[src/ccc_pkg.sv]
// Shared types, character codes and helpers for the code completeness checker.
package ccc_pkg;

   localparam logic [7:0] CH_LPAREN    = 8'h28;
   localparam logic [7:0] CH_RPAREN    = 8'h29;
   localparam logic [7:0] CH_LSQUARE   = 8'h5B;
   localparam logic [7:0] CH_RSQUARE   = 8'h5D;
   localparam logic [7:0] CH_LCURLY    = 8'h7B;
   localparam logic [7:0] CH_RCURLY    = 8'h7D;
   localparam logic [7:0] CH_NEWLINE   = 8'h0A;
   localparam logic [7:0] CH_STAR      = 8'h2A;
   localparam logic [7:0] CH_SLASH     = 8'h2F;
   localparam logic [7:0] CH_BACKSLASH = 8'h5C;
   localparam logic [7:0] CH_SQUOTE    = 8'h27;
   localparam logic [7:0] CH_DQUOTE    = 8'h22;

   typedef enum logic [1:0] {
      KIND_NONE   = 2'd0,
      KIND_PAREN  = 2'd1,
      KIND_SQUARE = 2'd2,
      KIND_CURLY  = 2'd3
   } kind_type;

   typedef enum logic [1:0] {
      STATUS_COMPLETE   = 2'd0,
      STATUS_INCOMPLETE = 2'd1,
      STATUS_INVALID    = 2'd2,
      STATUS_OVERFLOW   = 2'd3
   } status_type;

   // operation broadcast to every stack cell
   typedef struct packed {
      logic     push;
      logic     pop;
      logic     clear;
      kind_type kind;
   } stack_op_type;

   // what the scanner needs to know about the stack
   typedef struct packed {
      kind_type top_kind;
      logic     empty;
      logic     one;
      logic     full;
   } stack_info_type;

   function automatic kind_type kind_of(input logic [7:0] c);
      kind_type k;
      k = KIND_NONE;
      if (c == CH_LPAREN || c == CH_RPAREN) k = KIND_PAREN;
      if (c == CH_LSQUARE || c == CH_RSQUARE) k = KIND_SQUARE;
      if (c == CH_LCURLY || c == CH_RCURLY) k = KIND_CURLY;
      return k;
   endfunction

endpackage

[src/ccc_stack_cell.sv]
// One entry of the shifting bracket stack.
module ccc_stack_cell
   import ccc_pkg::*;
(
   input  logic         clock,
   input  stack_op_type op,
   input  kind_type     from_above,
   input  kind_type     from_below,
   output kind_type     kind
);

   kind_type kind_ff;
   kind_type kind_in;

   always_comb begin
      kind_in = kind_ff;
      if (op.push) begin
         kind_in = from_above;
      end else if (op.pop) begin
         kind_in = from_below;
      end
   end

   always_ff @(posedge clock) begin
      kind_ff <= kind_in;
   end

   assign kind = kind_ff;

endmodule

[src/ccc_stack.sv]
// Bracket stack built as a row of shifting cells; top of stack sits in cell 0.
module ccc_stack
   import ccc_pkg::*;
#(
   parameter int STACK_DEPTH = 64
) (
   input  logic           clock,
   input  logic           reset,
   input  stack_op_type   op,
   output stack_info_type info
);

   localparam int CNT_W = $clog2(STACK_DEPTH + 1);

   logic [CNT_W-1:0] count_ff;
   logic [CNT_W-1:0] count_in;
   kind_type         cell_kind [STACK_DEPTH];

   for (genvar i = 0; i < STACK_DEPTH; i++) begin : g_cell
      kind_type above;
      kind_type below;
      if (i == 0) begin : g_head
         assign above = op.kind;
      end else begin : g_mid
         assign above = cell_kind[i-1];
      end
      if (i == STACK_DEPTH - 1) begin : g_tail
         assign below = KIND_NONE;
      end else begin : g_body
         assign below = cell_kind[i+1];
      end
      ccc_stack_cell u_cell (
         .clock      (clock),
         .op         (op),
         .from_above (above),
         .from_below (below),
         .kind       (cell_kind[i])
      );
   end

   always_comb begin
      count_in = count_ff;
      if (op.clear) begin
         count_in = '0;
      end else if (op.push) begin
         count_in = count_ff + CNT_W'(1);
      end else if (op.pop) begin
         count_in = count_ff - CNT_W'(1);
      end
   end

   always_ff @(posedge clock) begin
      if (reset) begin
         count_ff <= '0;
      end else begin
         count_ff <= count_in;
      end
   end

   always_comb begin
      info.empty    = (count_ff == '0);
      info.one      = (count_ff == CNT_W'(1));
      info.full     = (count_ff == CNT_W'(STACK_DEPTH));
      info.top_kind = info.empty ? KIND_NONE : cell_kind[0];
   end

endmodule

[src/ccc_scanner.sv]
// Scanner modes (quotes, comments, escapes, sticky errors) and final status.
module ccc_scanner
   import ccc_pkg::*;
(
   input  logic           clock,
   input  logic           reset,
   input  logic           beat,
   input  logic           last,
   input  logic           scan_en,
   input  logic [7:0]     cur_byte,
   input  logic [7:0]     next_byte,
   input  stack_info_type stack_info,
   output stack_op_type   stack_op,
   output status_type     status
);

   logic sq_ff, dq_ff, lc_ff, bc_ff, esc_ff, skip_ff, inv_ff, ovf_ff;
   logic sq_in, dq_in, lc_in, bc_in, esc_in, skip_in, inv_in, ovf_in;
   logic push, pop, stop, open_after;
   kind_type ck;

   always_comb begin
      sq_in   = sq_ff;
      dq_in   = dq_ff;
      lc_in   = lc_ff;
      bc_in   = bc_ff;
      esc_in  = esc_ff;
      skip_in = skip_ff;
      inv_in  = inv_ff;
      ovf_in  = ovf_ff;
      push    = 1'b0;
      pop     = 1'b0;
      stop    = 1'b0;
      ck      = kind_of(cur_byte);
      if (!scan_en || inv_ff || ovf_ff) begin
         stop = 1'b1;
      end else if (esc_ff) begin
         esc_in = 1'b0;
         stop   = 1'b1;
      end else if (skip_ff) begin
         skip_in = 1'b0;
         stop    = 1'b1;
      end else if (sq_ff || dq_ff) begin
         if (cur_byte == CH_BACKSLASH) esc_in = 1'b1;
         if (cur_byte == CH_NEWLINE) begin
            inv_in = 1'b1;
            stop   = 1'b1;
         end else if (cur_byte != (sq_ff ? CH_SQUOTE : CH_DQUOTE)) begin
            stop = 1'b1;
         end
      end
      if (!stop) begin
         if (lc_ff) begin
            if (cur_byte == CH_NEWLINE) lc_in = 1'b0;
         end else if (bc_ff) begin
            if (cur_byte == CH_STAR && next_byte == CH_SLASH) begin
               bc_in   = 1'b0;
               skip_in = 1'b1;
            end
         end else if (cur_byte == CH_LPAREN || cur_byte == CH_LSQUARE ||
                      cur_byte == CH_LCURLY) begin
            if (stack_info.full) begin
               ovf_in = 1'b1;
            end else begin
               push = 1'b1;
            end
         end else if (cur_byte == CH_RPAREN || cur_byte == CH_RSQUARE ||
                      cur_byte == CH_RCURLY) begin
            pop = !stack_info.empty;
            if (stack_info.top_kind != ck) inv_in = 1'b1;
         end else if (cur_byte == CH_SQUOTE) begin
            sq_in = !sq_ff;
         end else if (cur_byte == CH_DQUOTE) begin
            dq_in = !dq_ff;
         end else if (cur_byte == CH_SLASH) begin
            if (next_byte == CH_SLASH) begin
               lc_in = 1'b1;
            end else if (next_byte == CH_STAR) begin
               bc_in   = 1'b1;
               skip_in = 1'b1;
            end
         end
      end
   end

   always_comb begin
      stack_op.push  = beat && push;
      stack_op.pop   = beat && pop;
      stack_op.clear = beat && last;
      stack_op.kind  = ck;
   end

   // brackets still open once this byte is scanned
   assign open_after = push || (!stack_info.empty && !(stack_info.one && pop));

   always_comb begin
      if (inv_in) begin
         status = STATUS_INVALID;
      end else if (ovf_in) begin
         status = STATUS_OVERFLOW;
      end else if (sq_in || dq_in || lc_in || bc_in || open_after) begin
         status = STATUS_INCOMPLETE;
      end else if (scan_en && cur_byte == CH_BACKSLASH) begin
         status = STATUS_INCOMPLETE;
      end else begin
         status = STATUS_COMPLETE;
      end
   end

   always_ff @(posedge clock) begin
      if (reset || (beat && last)) begin
         sq_ff   <= 1'b0;
         dq_ff   <= 1'b0;
         lc_ff   <= 1'b0;
         bc_ff   <= 1'b0;
         esc_ff  <= 1'b0;
         skip_ff <= 1'b0;
         inv_ff  <= 1'b0;
         ovf_ff  <= 1'b0;
      end else if (beat) begin
         sq_ff   <= sq_in;
         dq_ff   <= dq_in;
         lc_ff   <= lc_in;
         bc_ff   <= bc_in;
         esc_ff  <= esc_in;
         skip_ff <= skip_in;
         inv_ff  <= inv_in;
         ovf_ff  <= ovf_in;
      end
   end

endmodule

[src/code_completeness_checker_unit.sv]
// Top level of the C source completeness checker.
// Source bytes stream in one beat per cycle, with tlast on the final byte of a
// buffer. Each byte is scanned one beat late, with the following byte as
// lookahead, so the final byte only serves as lookahead. The bracket stack is
// a row of STACK_DEPTH cells that shift together on push and pop, so a new
// beat is taken every cycle while the result register is empty or being
// drained. On the tlast beat one status beat is produced (0 complete,
// 1 incomplete, 2 invalid, 3 stack overflow) and all state clears for the next
// buffer; no clearing pass is needed after reset.
module code_completeness_checker_unit
   import ccc_pkg::*;
#(
   parameter int STACK_DEPTH = 64
) (
   input  logic       clock,
   input  logic       reset,
   input  logic       req_tvalid,
   output logic       req_tready,
   input  logic [7:0] req_tdata,   // [7:0] char_code
   input  logic       req_tlast,   // last_byte
   output logic       rsp_tvalid,
   input  logic       rsp_tready,
   output logic [7:0] rsp_tdata    // [1:0] status, [7:2] zero
);

   logic           beat;
   logic [7:0]     held_ff;
   logic           held_valid_ff;
   logic           rsp_valid_ff;
   logic           rsp_valid_in;
   status_type     rsp_status_ff;
   status_type     status;
   stack_op_type   stack_op;
   stack_info_type stack_info;

   assign req_tready = !rsp_valid_ff || rsp_tready;
   assign beat       = req_tvalid && req_tready;

   ccc_stack #(
      .STACK_DEPTH (STACK_DEPTH)
   ) u_stack (
      .clock (clock),
      .reset (reset),
      .op    (stack_op),
      .info  (stack_info)
   );

   ccc_scanner u_scanner (
      .clock      (clock),
      .reset      (reset),
      .beat       (beat),
      .last       (req_tlast),
      .scan_en    (held_valid_ff),
      .cur_byte   (held_ff),
      .next_byte  (req_tdata),
      .stack_info (stack_info),
      .stack_op   (stack_op),
      .status     (status)
   );

   always_ff @(posedge clock) begin
      if (reset) begin
         held_valid_ff <= 1'b0;
      end else if (beat) begin
         held_valid_ff <= !req_tlast;
      end
   end

   always_ff @(posedge clock) begin
      if (beat) begin
         held_ff <= req_tdata;
      end
   end

   always_comb begin
      rsp_valid_in = rsp_valid_ff && !rsp_tready;
      if (beat && req_tlast) rsp_valid_in = 1'b1;
   end

   always_ff @(posedge clock) begin
      if (reset) begin
         rsp_valid_ff <= 1'b0;
      end else begin
         rsp_valid_ff <= rsp_valid_in;
      end
   end

   always_ff @(posedge clock) begin
      if (beat && req_tlast) begin
         rsp_status_ff <= status;
      end
   end

   assign rsp_tvalid = rsp_valid_ff;
   assign rsp_tdata  = {6'b0, rsp_status_ff};

endmodule
[config.mk]
export PLATFORM = sky130hd
export DESIGN_NAME = code_completeness_checker_unit
export DESIGN_NICKNAME = d
export VERILOG_FILES = /design/src/ccc_pkg.sv /design/src/ccc_stack_cell.sv /design/src/ccc_stack.sv /design/src/ccc_scanner.sv /design/src/code_completeness_checker_unit.sv
export SDC_FILE = /design/constraint.sdc
export NUM_CORES = 1
export LEC_CHECK = 0
export ABC_CLOCK_PERIOD_IN_PS = 11300
export BUFFER_PORTS_ARGS = -buffer_cell sky130_fd_sc_hd__buf_2
export CAP_MARGIN = 20
export CELL_PAD_IN_SITES_DETAIL_PLACEMENT = 1
export CELL_PAD_IN_SITES_GLOBAL_PLACEMENT = 2
export CORE_ASPECT_RATIO = 0.8
export CORE_MARGIN = 4
export CORE_UTILIZATION = 35
export CTS_BUF_LIST = sky130_fd_sc_hd__clkbuf_4 sky130_fd_sc_hd__clkbuf_8
export CTS_CLUSTER_DIAMETER = 120
export DETAILED_ROUTE_END_ITERATION = 12
export PLACE_DENSITY = 0.74
export SLEW_MARGIN = 20
export SYNTH_ARGS = -nofsm -noshare
export SYNTH_HDL_FRONTEND = slang
export SYNTH_SLANG_ARGS = --single-unit
[constraint.sdc]
create_clock -name clock -period 11.3 [get_ports clock]
set_input_delay 1.695 -clock clock [delete_from_list [all_inputs] [get_ports clock]]
set_output_delay 1.695 -clock clock [all_outputs]
set_load 0.03 [all_outputs]
==> results.tsv, run 1 <==
stage	metric	value	unit
timing	skew final	12.73	ps
clock_network	# hold bufs at CTS	0	
placed_design	dpl hpwl	9.361	mm
clock_network	CTS Sinks	155	
layout	commonest non-fill, non-tap cell in the layout	nand2_1	
placed_design	DP Area	7440	µm²
synth	asr flop ratio synth	0	%
critical_path	CP required	11370	ps
clock_network	setup repair bufs after CTS	0	
synth	number of synthesized flops with an enable pin	138	
route	final WL	15.06	mm
timing	final hold vios	0	
timing	Hold WS	494.3	ps
timing	TNS Setup	0	ps
floorplanning	initial core utilization	36.17	%
grt	largest net degree at the start of global routing	101	
layout	commonest cells after routing, fill and taps aside	nand2_1 (384), edfxtp_1 (138), nor2_1 (29)	
timing	Max Freq	204.4	MHz
layout	Finished Core Util	39.33	%
timing	RSZ-0062 raised after global routing	no	
floorplanning	std cell rows	46	
timing	final worst-path cycle share	43.30	%
synth	Mapped Cells	745	
clock_network	post-cts sizing count	0	
power	pwr dens	146.0	nW/µm²
critical_path	critical path class	primary input to flop	
clock_network	Clock transition at path regs	90	ps
clock_network	Worst-Skew Late Latency	450	ps
route	Post-DRT Antenna Nets	0	
critical_path	worst stage delay on the critical path	930	ps
layout	Synth-to-Final Area Change	8.741	%
synth	Seq/Total Area, Yosys	61.55	%
route	Via density	4.906	
critical_path	cell mode on critical path	buf_4	
run_status	status	finished, final reports clean	
floorplanning	Core Region	20140	µm²
route	Post-route DRC	0	
synth	Mapped Area	7286	µm²
power	Peak VDD IR	0.07198	mV
power	leak pwr	0.003014	µW
timing	Rel. slew slack	28.09	%
synth	Synth cell types	54	
flow_run	maxcap violations	0	
route	via count	5029	
power	Sequential Power Share	53.9	%
critical_path	cell with the largest stage delay on the worst path	buf_4	
grt	Overflow after GRT	0	
critical_path	Top Family by Delay on Critical Path	buffers and inverters	
grt	vias in the first global route	5060	
layout	Nets	764	
grt	initial antenna violation count	0	
synth	Synth Register Bits	155	
power	NetSw	241.4	µW
placed_design	port buffer count	16	
route	1st-iter DRT viols	323	
critical_path	worst-path fanout max	84	
route	drt pass-1 iters	4	
layout	share of cells above drive strength 1	8.541	%
critical_path	critical path launch point type	primary input	
timing	Final min period	4893	ps
layout	ANT cells	0	
power	clock share of power	44.0	%
power	internal power	915.1	µW
critical_path	buffers plus inverters on the worst setup path	3	
clock_network	cts bufs inserted	17	
floorplanning	die area	23200	µm²
timing	setup violators final	0	
clock_network	TritonCTS clock tree	yes	
floorplanning	die width	169.3	µm
layout	final instance area	7923	µm²
synth	syn avg cell area	9.780	µm²
power	Logic pwr share	2.1	%
clock_network	htree depth	4	
floorplanning	io pins	23	
timing	slew at the pin with the worst max-slew slack	1079	ps
synth	Primary FF master, synth	edfxtp_1	
power	post-layout power	1156	µW
critical_path	Setup crit end kind	flop	
floorplanning	Die H	137.0	µm
route	wire per inst	14.69	µm
grt	first-pass GRT wire length	25.02	mm
hold_path	Worst Hold Class	flop to flop	
critical_path	crit path DAT	4960	ps
clock_network	Longest Clk Path Bufs	2	
power	Switching Share	20.87	%
critical_path	crit-path cells	buf_2 -> nand2b_1 -> and2_1 -> nand4_1 -> a21oi_4 -> buf_4 -> buf_4	
synth	Yosys warning total	0	
timing	Slew Limit Fails	0	
placed_design	Final GP Congestion	0.7690	
grt	GRT Total Usage	13.27	%
clock_network	root buf cell	clkbuf_8	
worst register-to-register path: stages, from the launching register on:
cell and delay [ps]:
dfxtp_1 320, nand2b_1 110, and2_1 710, nand4_1 580
a21oi_4 250, buf_4 520, buf_4 940
cell type report:
type	instances	area (µm²)
timing repair buffer	20	110.1
inverter	8	30.03
sequential	155	4484
fill	2303	12220
clock buffer	18	241.5
tap	264	330.3
multi-input combinational	546	2485
clock inverter	14	241.5
synth_stat cells (2+ instances only):
library cell	n	share of area [%]
nand3_1	10	0.69
nor4_1	3	0.26
buf_6	14	2.2
mux2_2	2	0.31
edfxtp_1	138	57
and3_1	4	0.34
xnor2_1	6	0.72
nor3b_2	2	0.34
o22a_1	2	0.24
o211a_1	2	0.27
buf_4	13	1.3
or4_1	3	0.31
dfxtp_1	17	4.7
nor3_1	7	0.48
ha_1	3	0.52
or2_2	2	0.17
a22oi_1	3	0.31
xor2_1	3	0.36
a21o_1	2	0.21
inv_1	8	0.41
clkbuf_1	6	0.31
o21ai_1	2	0.14
nand4_1	14	1.2
o21ai_0	8	0.55
a211oi_1	3	0.31
nand2_1	384	20
buf_2	7	0.48
or3_1	4	0.34
a21oi_1	12	0.82
nor2_1	29	1.5
nor2b_1	2	0.17
and2_1	6	0.52
nor4b_1	3	0.36
worst paths after layout:
path | from | endpoint | slack [ps] | cells after the start
max | rsp_tready | u_stack.g_cell[23].u_cell.kind[0] | 6410 | 7
min | u_scanner.skip_ff | u_scanner.skip_ff | 490 | 2
max reg2reg | rsp_tvalid | u_stack.g_cell[23].u_cell.kind[0] | 7430 | 6
min reg2reg | u_scanner.skip_ff | u_scanner.skip_ff | 490 | 2
sequential cells by signal, summed over array words and instances (netlist names), 2 cells and up:
name and count:
u_stack.g_cell.u_cell.kind 128, held_ff 8, u_stack.count_ff 7, rsp_status_ff 2
per-layer routing:
metal / part of all wire, % / GRT usage [%] / up-vias / routed length, µm
met5: 0 / 0 / - / 0
met4: 1.2 / 3.889 / 0 / 174
met3: 2.8 / 3.379 / 14 / 420
met2: 45 / 19.98 / 47 / 6757
met1: 51 / 18.99 / 2468 / 7703
li1: - / - / 2500 / -
metrics by stage:
step / setup WS [ps] / std cells
floorplan: 1705 / 750
global placement: 6085 / 993
detailed placement: 5896 / 993
CTS: 6402 / 1025
global route: 6138 / 1025
finish: 6407 / 1025
kinds of logic (layout without fill, tap and decap cells):
family                     after synthesis  count (layout)  synth area share (%)
adders and majority gates                3               3                0.5153
AOI/OAI and AO/OA                       44              44                 4.156
and+or+nand+nor                        481             481                 27.44
xor gates and xnor gates                 9               9                 1.082
buffers and inverters                   49              60                 4.757
other                                    1               6               0.05147
muxes                                    3               3                0.4465
DFF                                    155             155                 61.55
power groups by stage:
stage / combinational, µW / clock, µW / sequential (µW)
finish: 24.4 / 508 / 624
global route: 27.3 / 549 / 624
CTS: 24.5 / 528 / 624
detailed placement: 24.4 / 0 / 637
global placement: 23.9 / 0 / 637
floorplan: 19.9 / 0 / 635
No activity file was read; power rests on OpenSTA's default activity.
==> inputs of run 2 (changes only) <==
--- a/config.mk
+++ b/config.mk
@@ -5,7 +5,7 @@
 export SDC_FILE = /design/constraint.sdc
 export NUM_CORES = 1
 export LEC_CHECK = 0
-export ABC_CLOCK_PERIOD_IN_PS = 11300
+export ABC_CLOCK_PERIOD_IN_PS = 4450
 export BUFFER_PORTS_ARGS = -buffer_cell sky130_fd_sc_hd__buf_2
 export CAP_MARGIN = 20
 export CELL_PAD_IN_SITES_DETAIL_PLACEMENT = 1
@@ -16,7 +16,7 @@
 export CTS_BUF_LIST = sky130_fd_sc_hd__clkbuf_4 sky130_fd_sc_hd__clkbuf_8
 export CTS_CLUSTER_DIAMETER = 120
 export DETAILED_ROUTE_END_ITERATION = 12
-export PLACE_DENSITY = 0.74
+export PLACE_DENSITY = 0.77
 export SLEW_MARGIN = 20
 export SYNTH_ARGS = -nofsm -noshare
 export SYNTH_HDL_FRONTEND = slang
==> constraint.sdc (replaced) <==
create_clock -name clock -period 4.45 [get_ports clock]
set_input_delay 0.6675 -clock clock [delete_from_list [all_inputs] [get_ports clock]]
set_output_delay 0.6675 -clock clock [all_outputs]
set_load 0.03 [all_outputs]
==> run 2 against run 1 <==
Against the previous run: sequential share of layout area rose by 0.51 points; routed wire length rose by 0.85%; final cell count rose by 0.39%; count of clock-buffer cells in the layout did not move; combinational power rose to 2.6 times the previous value; via count rose by 0.87%; critical endpoint is now u_stack.g_cell[32].u_cell.kind[0]; largest cell class unchanged; largest power group unchanged; highest routed layer unchanged.
==> results.tsv, run 2 (synthesis results as in run 1) <==
stage	metric	value	unit
layout	max reg flops	128	
layout	share of cells above drive strength 1	8.497	%
clock_network	post-cts sizing count	0	
route	Post-DRT Antenna Nets	0	
route	Via density	4.930	
placed_design	port buffer count	16	
clock_network	root buf cell	clkbuf_8	
timing	Hold WS	404.8	ps
route	drt pass-1 iters	5	
clock_network	CTS Sinks	155	
route	wire per inst	14.76	µm
layout	final instance area	7853	µm²
critical_path	CP required	4660	ps
layout	Post-Layout Cell Count	1029	
power	Logic pwr share	2.4	%
hold_path	Hold Path Stages	1	
clock_network	Clock transition at path regs	80	ps
critical_path	reg2reg path depth	8	
clock_network	# hold bufs at CTS	0	
floorplanning	die width	169.3	µm
grt	GRT Total Usage	13.69	%
layout	ANT cells	0	
placed_design	placed insts	996	
timing	Max Freq	326.6	MHz
power	leak pwr	0.002994	µW
route	1st-iter DRT viols	393	
placed_design	Final GP Congestion	0.8035	
timing	skew final	15.34	ps
power	internal power	2029	µW
timing	slew at the pin with the worst max-slew slack	961.8	ps
floorplanning	std cell rows	46	
power	NetSw	600.3	µW
floorplanning	die area	23200	µm²
critical_path	critical path class	flop to flop	
timing	setup violators final	0	
route	Top Layer Used	met4	
placed_design	DP Area	7487	µm²
power	clock share of power	37.4	%
clock_network	setup repair bufs after CTS	0	
grt	first-pass GRT wire length	25.72	mm
layout	Layout fillers	2304	
flow_run	maxcap violations	0	
floorplanning	io pins	23	
route	WL met3	380	µm
grt	vias in the first global route	5165	
timing	final worst-path cycle share	68.81	%
route	final WL	15.18	mm
floorplanning	Core Region	20140	µm²
run_status	status	finished, final reports clean	
power	Switching Share	22.83	%
layout	commonest non-fill, non-tap cell in the layout	nand2_1	
floorplanning	initial core utilization	36.17	%
timing	Slew Limit Fails	0	
layout	commonest cells after routing, fill and taps aside	nand2_1 (384), edfxtp_1 (138), nor2_1 (29)	
layout	Synth-to-Final Area Change	7.779	%
power	Sequential Power Share	60.2	%
power	Peak VDD IR	0.1768	mV
power	pwr dens	334.9	nW/µm²
clock_network	Worst-Skew Late Latency	450	ps
critical_path	Setup crit end kind	flop	
critical_path	critical path launch point type	flop	
timing	Final min period	3062	ps
timing	RSZ-0062 raised after global routing	no	
grt	initial antenna violation count	0	
floorplanning	Die H	137.0	µm
clock_network	cts bufs inserted	17	
grt	Overflow after GRT	0	
timing	TNS Setup	0	ps
timing	Rel. slew slack	35.88	%
timing	final hold vios	0	
route	DRT met1 WL	7.680	mm
layout	Nets	768	
route	Post-route DRC	0	
clock_network	htree depth	4	
route	met2 WL	6.859	mm
placed_design	dpl hpwl	9.516	mm
hold_path	Worst Hold Class	primary input to flop	
critical_path	crit path DAT	3270	ps
clock_network	TritonCTS clock tree	yes	
critical_path	worst-path fanout max	52	
clock_network	Longest Clk Path Bufs	2	
route	via count	5073	
grt	largest net degree at the start of global routing	126	
run 2: critical path, stage by stage, from the launching register on:
cell      delay [ps]
edfxtp_1         640
nor4b_1          400
o211a_2          350
nor2_1           130
or3_4            630
buf_12           280
buf_4            230
nand2_1           90
nand2_1           50
run 2: metrics by stage:
step	util [%]	setup slack, ps	total power, µW
3_3_place_gp	37.17	1424	1678
6_report	38.98	1388	2629
2_1_floorplan	-	172.8	1662
3_5_place_dp	37.17	1323	1680
4_1_cts	38.88	1337	2665
5_1_grt	38.98	1137	2742
run 2: cell type report:
| cell class | count | area [µm²] | share of cell area, % |
|---|---|---|---|
| tap | 264 | 330.3 | 4.207 |
| inverter | 8 | 30.03 | 0.3824 |
| timing repair buffer | 24 | 177.7 | 2.263 |
| clock inverter | 14 | 103.9 | 1.323 |
| sequential | 155 | 4484 | 57.11 |
| clock buffer | 18 | 241.5 | 3.075 |
| multi-input combinational | 546 | 2485 | 31.64 |
run 2: path summary, 6_finish.rpt:
kind                                         from                                 to  slack, ps
worst max register to register         held_ff[2]  u_stack.g_cell[32].u_cell.kind[0]       1390
worst max-delay path                   held_ff[2]  u_stack.g_cell[32].u_cell.kind[0]       1390
worst min-delay path                 req_tdata[5]                         held_ff[5]        400
worst min register to register  u_scanner.skip_ff                  u_scanner.skip_ff        500
run 2: power groups by stage:
stage | sequential [µW] | clock (µW) | combinational (µW)
2_1_floorplan | 1610 | 0 | 50.8
3_3_place_gp | 1620 | 0 | 61.9
3_5_place_dp | 1620 | 0 | 63.4
4_1_cts | 1580 | 1020 | 63.7
5_1_grt | 1590 | 1090 | 70.6
6_report | 1580 | 982 | 63.7
run 2: per-layer routing:
| layer | GRT usage (%) | vias to the layer above |
|---|---|---|
| li1 | - | 2497 |
| met1 | 19.35 | 2507 |
| met2 | 20.64 | 50 |
| met3 | 2.917 | 19 |
| met4 | 5.409 | 0 |
| met5 | 0 | - |
==> inputs of run 3 (changes only) <==
--- a/config.mk
+++ b/config.mk
@@ -5,7 +5,7 @@
 export SDC_FILE = /design/constraint.sdc
 export NUM_CORES = 1
 export LEC_CHECK = 0
-export ABC_CLOCK_PERIOD_IN_PS = 4450
+export ABC_CLOCK_PERIOD_IN_PS = 2900
 export BUFFER_PORTS_ARGS = -buffer_cell sky130_fd_sc_hd__buf_2
 export CAP_MARGIN = 20
 export CELL_PAD_IN_SITES_DETAIL_PLACEMENT = 1
@@ -16,7 +16,7 @@
 export CTS_BUF_LIST = sky130_fd_sc_hd__clkbuf_4 sky130_fd_sc_hd__clkbuf_8
 export CTS_CLUSTER_DIAMETER = 120
 export DETAILED_ROUTE_END_ITERATION = 12
-export PLACE_DENSITY = 0.77
+export PLACE_DENSITY = 0.74
 export SLEW_MARGIN = 20
 export SYNTH_ARGS = -nofsm -noshare
 export SYNTH_HDL_FRONTEND = slang
==> constraint.sdc (replaced) <==
create_clock -name clock -period 2.9 [get_ports clock]
set_input_delay 0.435 -clock clock [delete_from_list [all_inputs] [get_ports clock]]
set_output_delay 0.435 -clock clock [all_outputs]
set_load 0.03 [all_outputs]
==> run 3 against run 2 <==
Against the previous run: clock skew rose by 0.65 ps; combinational power rose by 70%; design area rose by 2.4%; sequential cell count did not move; critical path type unchanged; largest power group unchanged; non-clock buffer count rose by 6; critical endpoint is now u_stack.g_cell[56].u_cell.kind[1]; global-route usage fell by 0.23 points.
==> results.tsv, run 3 (synthesis results as in run 1) <==
stage	metric	value	unit
run_status	status	finished, final reports clean	
clock_network	root buf cell	clkbuf_8	
placed_design	DP Area	7617	µm²
power	post-layout power	4283	µW
route	final WL	15.06	mm
placed_design	Final GP Congestion	0.7956	
critical_path	crit-path cells	or3b_1 -> o22ai_2 -> nand2_2 -> or3_4 -> buf_12 -> nand2_1 -> nand2_1	
timing	final hold vios	0	
critical_path	buffers plus inverters on the worst setup path	1	
critical_path	Setup crit end kind	flop	
timing	Final min period	2631	ps
layout	max reg flops	128	
route	via count	4995	
timing	setup violators final	0	
layout	final instance area	8040	µm²
route	Post-DRT Antenna Nets	0	
power	Peak VDD IR	0.2436	mV
critical_path	r2r setup slk	270	ps
layout	Synth-to-Final Area Change	10.36	%
grt	met1 global-route usage	19.22	%
grt	met2 Use GR	20.38	%
floorplanning	io pins	23	
hold_path	Worst Hold Class	primary input to flop	
clock_network	Clock transition at path regs	80	ps
grt	GRT Total Usage	13.46	%
floorplanning	Die H	137.0	µm
critical_path	crit path from	held_ff[6]	
layout	Nets	774	
critical_path	reg2reg start	held_ff[6]	
hold_path	worst min-delay path startpoint	req_tdata[6]	
floorplanning	std cell rows	46	
floorplanning	die area	23200	µm²
timing	Max Freq	380.1	MHz
clock_network	TritonCTS clock tree	yes	
grt	M3 GR Usage	3.552	%
grt	initial antenna violation count	0	
grt	Overflow after GRT	0	
timing	Rel. slew slack	62.37	%
layout	commonest cells after routing, fill and taps aside	nand2_1 (384), edfxtp_1 (138), nor2_1 (29)	
timing	RSZ-0062 raised after global routing	no	
hold_path	Hold Path Stages	1	
route	wire per inst	14.55	µm
clock_network	CTS Sinks	155	
route	Post-route DRC	0	
critical_path	worst-path fanout max	128	
clock_network	post-cts sizing count	0	
layout	share of cells above drive strength 1	9.598	%
placed_design	dpl hpwl	9.591	mm
layout	commonest non-fill, non-tap cell in the layout	nand2_1	
critical_path	critical path launch point type	flop	
clock_network	# hold bufs at CTS	0	
grt	vias in the first global route	4996	
floorplanning	Core Region	20140	µm²
grt	largest net degree at the start of global routing	129	
critical_path	cell with the largest stage delay on the worst path	edfxtp_1	
critical_path	CP required	3100	ps
route	1st-iter DRT viols	421	
critical_path	critical path class	flop to flop	
critical_path	Reg-to-Reg End	u_stack.g_cell[56].u_cell.kind[1]	
timing	slew at the pin with the worst max-slew slack	564.5	ps
critical_path	reg2reg path depth	7	
hold_path	worst hold path endpoint	held_ff[6]	
clock_network	setup repair bufs after CTS	0	
power	leak pwr	0.003071	µW
clock_network	cts bufs inserted	17	
layout	Finished Core Util	39.91	%
critical_path	worst stage delay on the critical path	480	ps
timing	final worst-path cycle share	90.73	%
power	pwr dens	532.7	nW/µm²
critical_path	Top Family by Delay on Critical Path	simple AND/OR/NAND/NOR gates	
route	drt pass-1 iters	4	
critical_path	crit path DAT	2830	ps
clock_network	htree depth	4	
grt	grt peak-use layer	met2	
floorplanning	die width	169.3	µm
timing	Slew Limit Fails	0	
floorplanning	initial core utilization	36.17	%
critical_path	cell mode on critical path	nand2_1	
clock_network	Longest Clk Path Bufs	2	
placed_design	port buffer count	16	
flow_run	maxcap violations	0	
route	Via density	4.826	
grt	first-pass GRT wire length	25.20	mm
clock_network	Worst-Skew Late Latency	450	ps
layout	ANT cells	0	
timing	skew final	15.98	ps
==> run 3: cell types whose count changed in the layout (fill, tap and decap cells not counted) <==
| cell | delta |
|---|---|
| buf_12 | +5 |
| bufinv_16 | +3 |
| buf_4 | +1 |
| clkinv_1 | -1 |
| clkinv_2 | -1 |
| clkinv_4 | -1 |
| clkinvlp_4 | +1 |
| inv_6 | -1 |
| nand2b_1 | -1 |
| nand2b_2 | +1 |
| nor4b_1 | -1 |
| nor4b_2 | +1 |
==> run 3: through the flow <==
stage / setup WS (ps) / setup TNS (ps) / hold WS, ps / std cells
finish: 268.9 / 0 / 179.6 / 1035
detailed placement: 310.5 / 0 / 490.0 / 1003
floorplan: -973.2 / -125510 / 448.5 / 750
global placement: 358.0 / 0 / 461.1 / 1003
global route: 109.9 / 0 / 140.0 / 1035
CTS: 280.1 / 0 / 149.3 / 1035
==> run 3: routing by layer <==
| layer | share of wire [%] | vias to the layer above |
|---|---|---|
| met4 | 0.95 | 0 |
| met5 | 0 | - |
| met1 | 52 | 2427 |
| li1 | - | 2516 |
| met3 | 2.6 | 11 |
| met2 | 45 | 41 |
==> run 3: how the worst max path moves through the flow <==
stage	slack, ps	to	cells after the start
final	270	u_stack.g_cell[56].u_cell.kind[1]	7
after global routing	110	u_stack.g_cell[0].u_cell.kind[0]	8
after CTS	280	rsp_status_ff[1]	6
after detailed placement	310	rsp_status_ff[1]	6
after global placement	360	rsp_status_ff[0]	7
after floorplan	-970	u_stack.g_cell[0].u_cell.kind[0]	4
==> run 3: where the power goes <==
group / switching [µW] / internal (µW) / leakage [µW]
Clock: 816 / 934 / 0.000209
Sequential: 17.2 / 2410 / 0.00129
Combinational: 72.4 / 35.2 / 0.00157
Total: 905 / 3380 / 0.00307
==> run 3: area by class of cell <==
cell class / instances / area (µm²)
Inverter: 8 / 30.03
Clock buffer: 18 / 241.5
Clock inverter: 14 / 175.2
Tap cell: 264 / 330.3
Multi-Input combinational cell: 546 / 2494
Timing Repair Buffer: 30 / 285.3
Fill cell: 2296 / 12100
Sequential cell: 155 / 4484
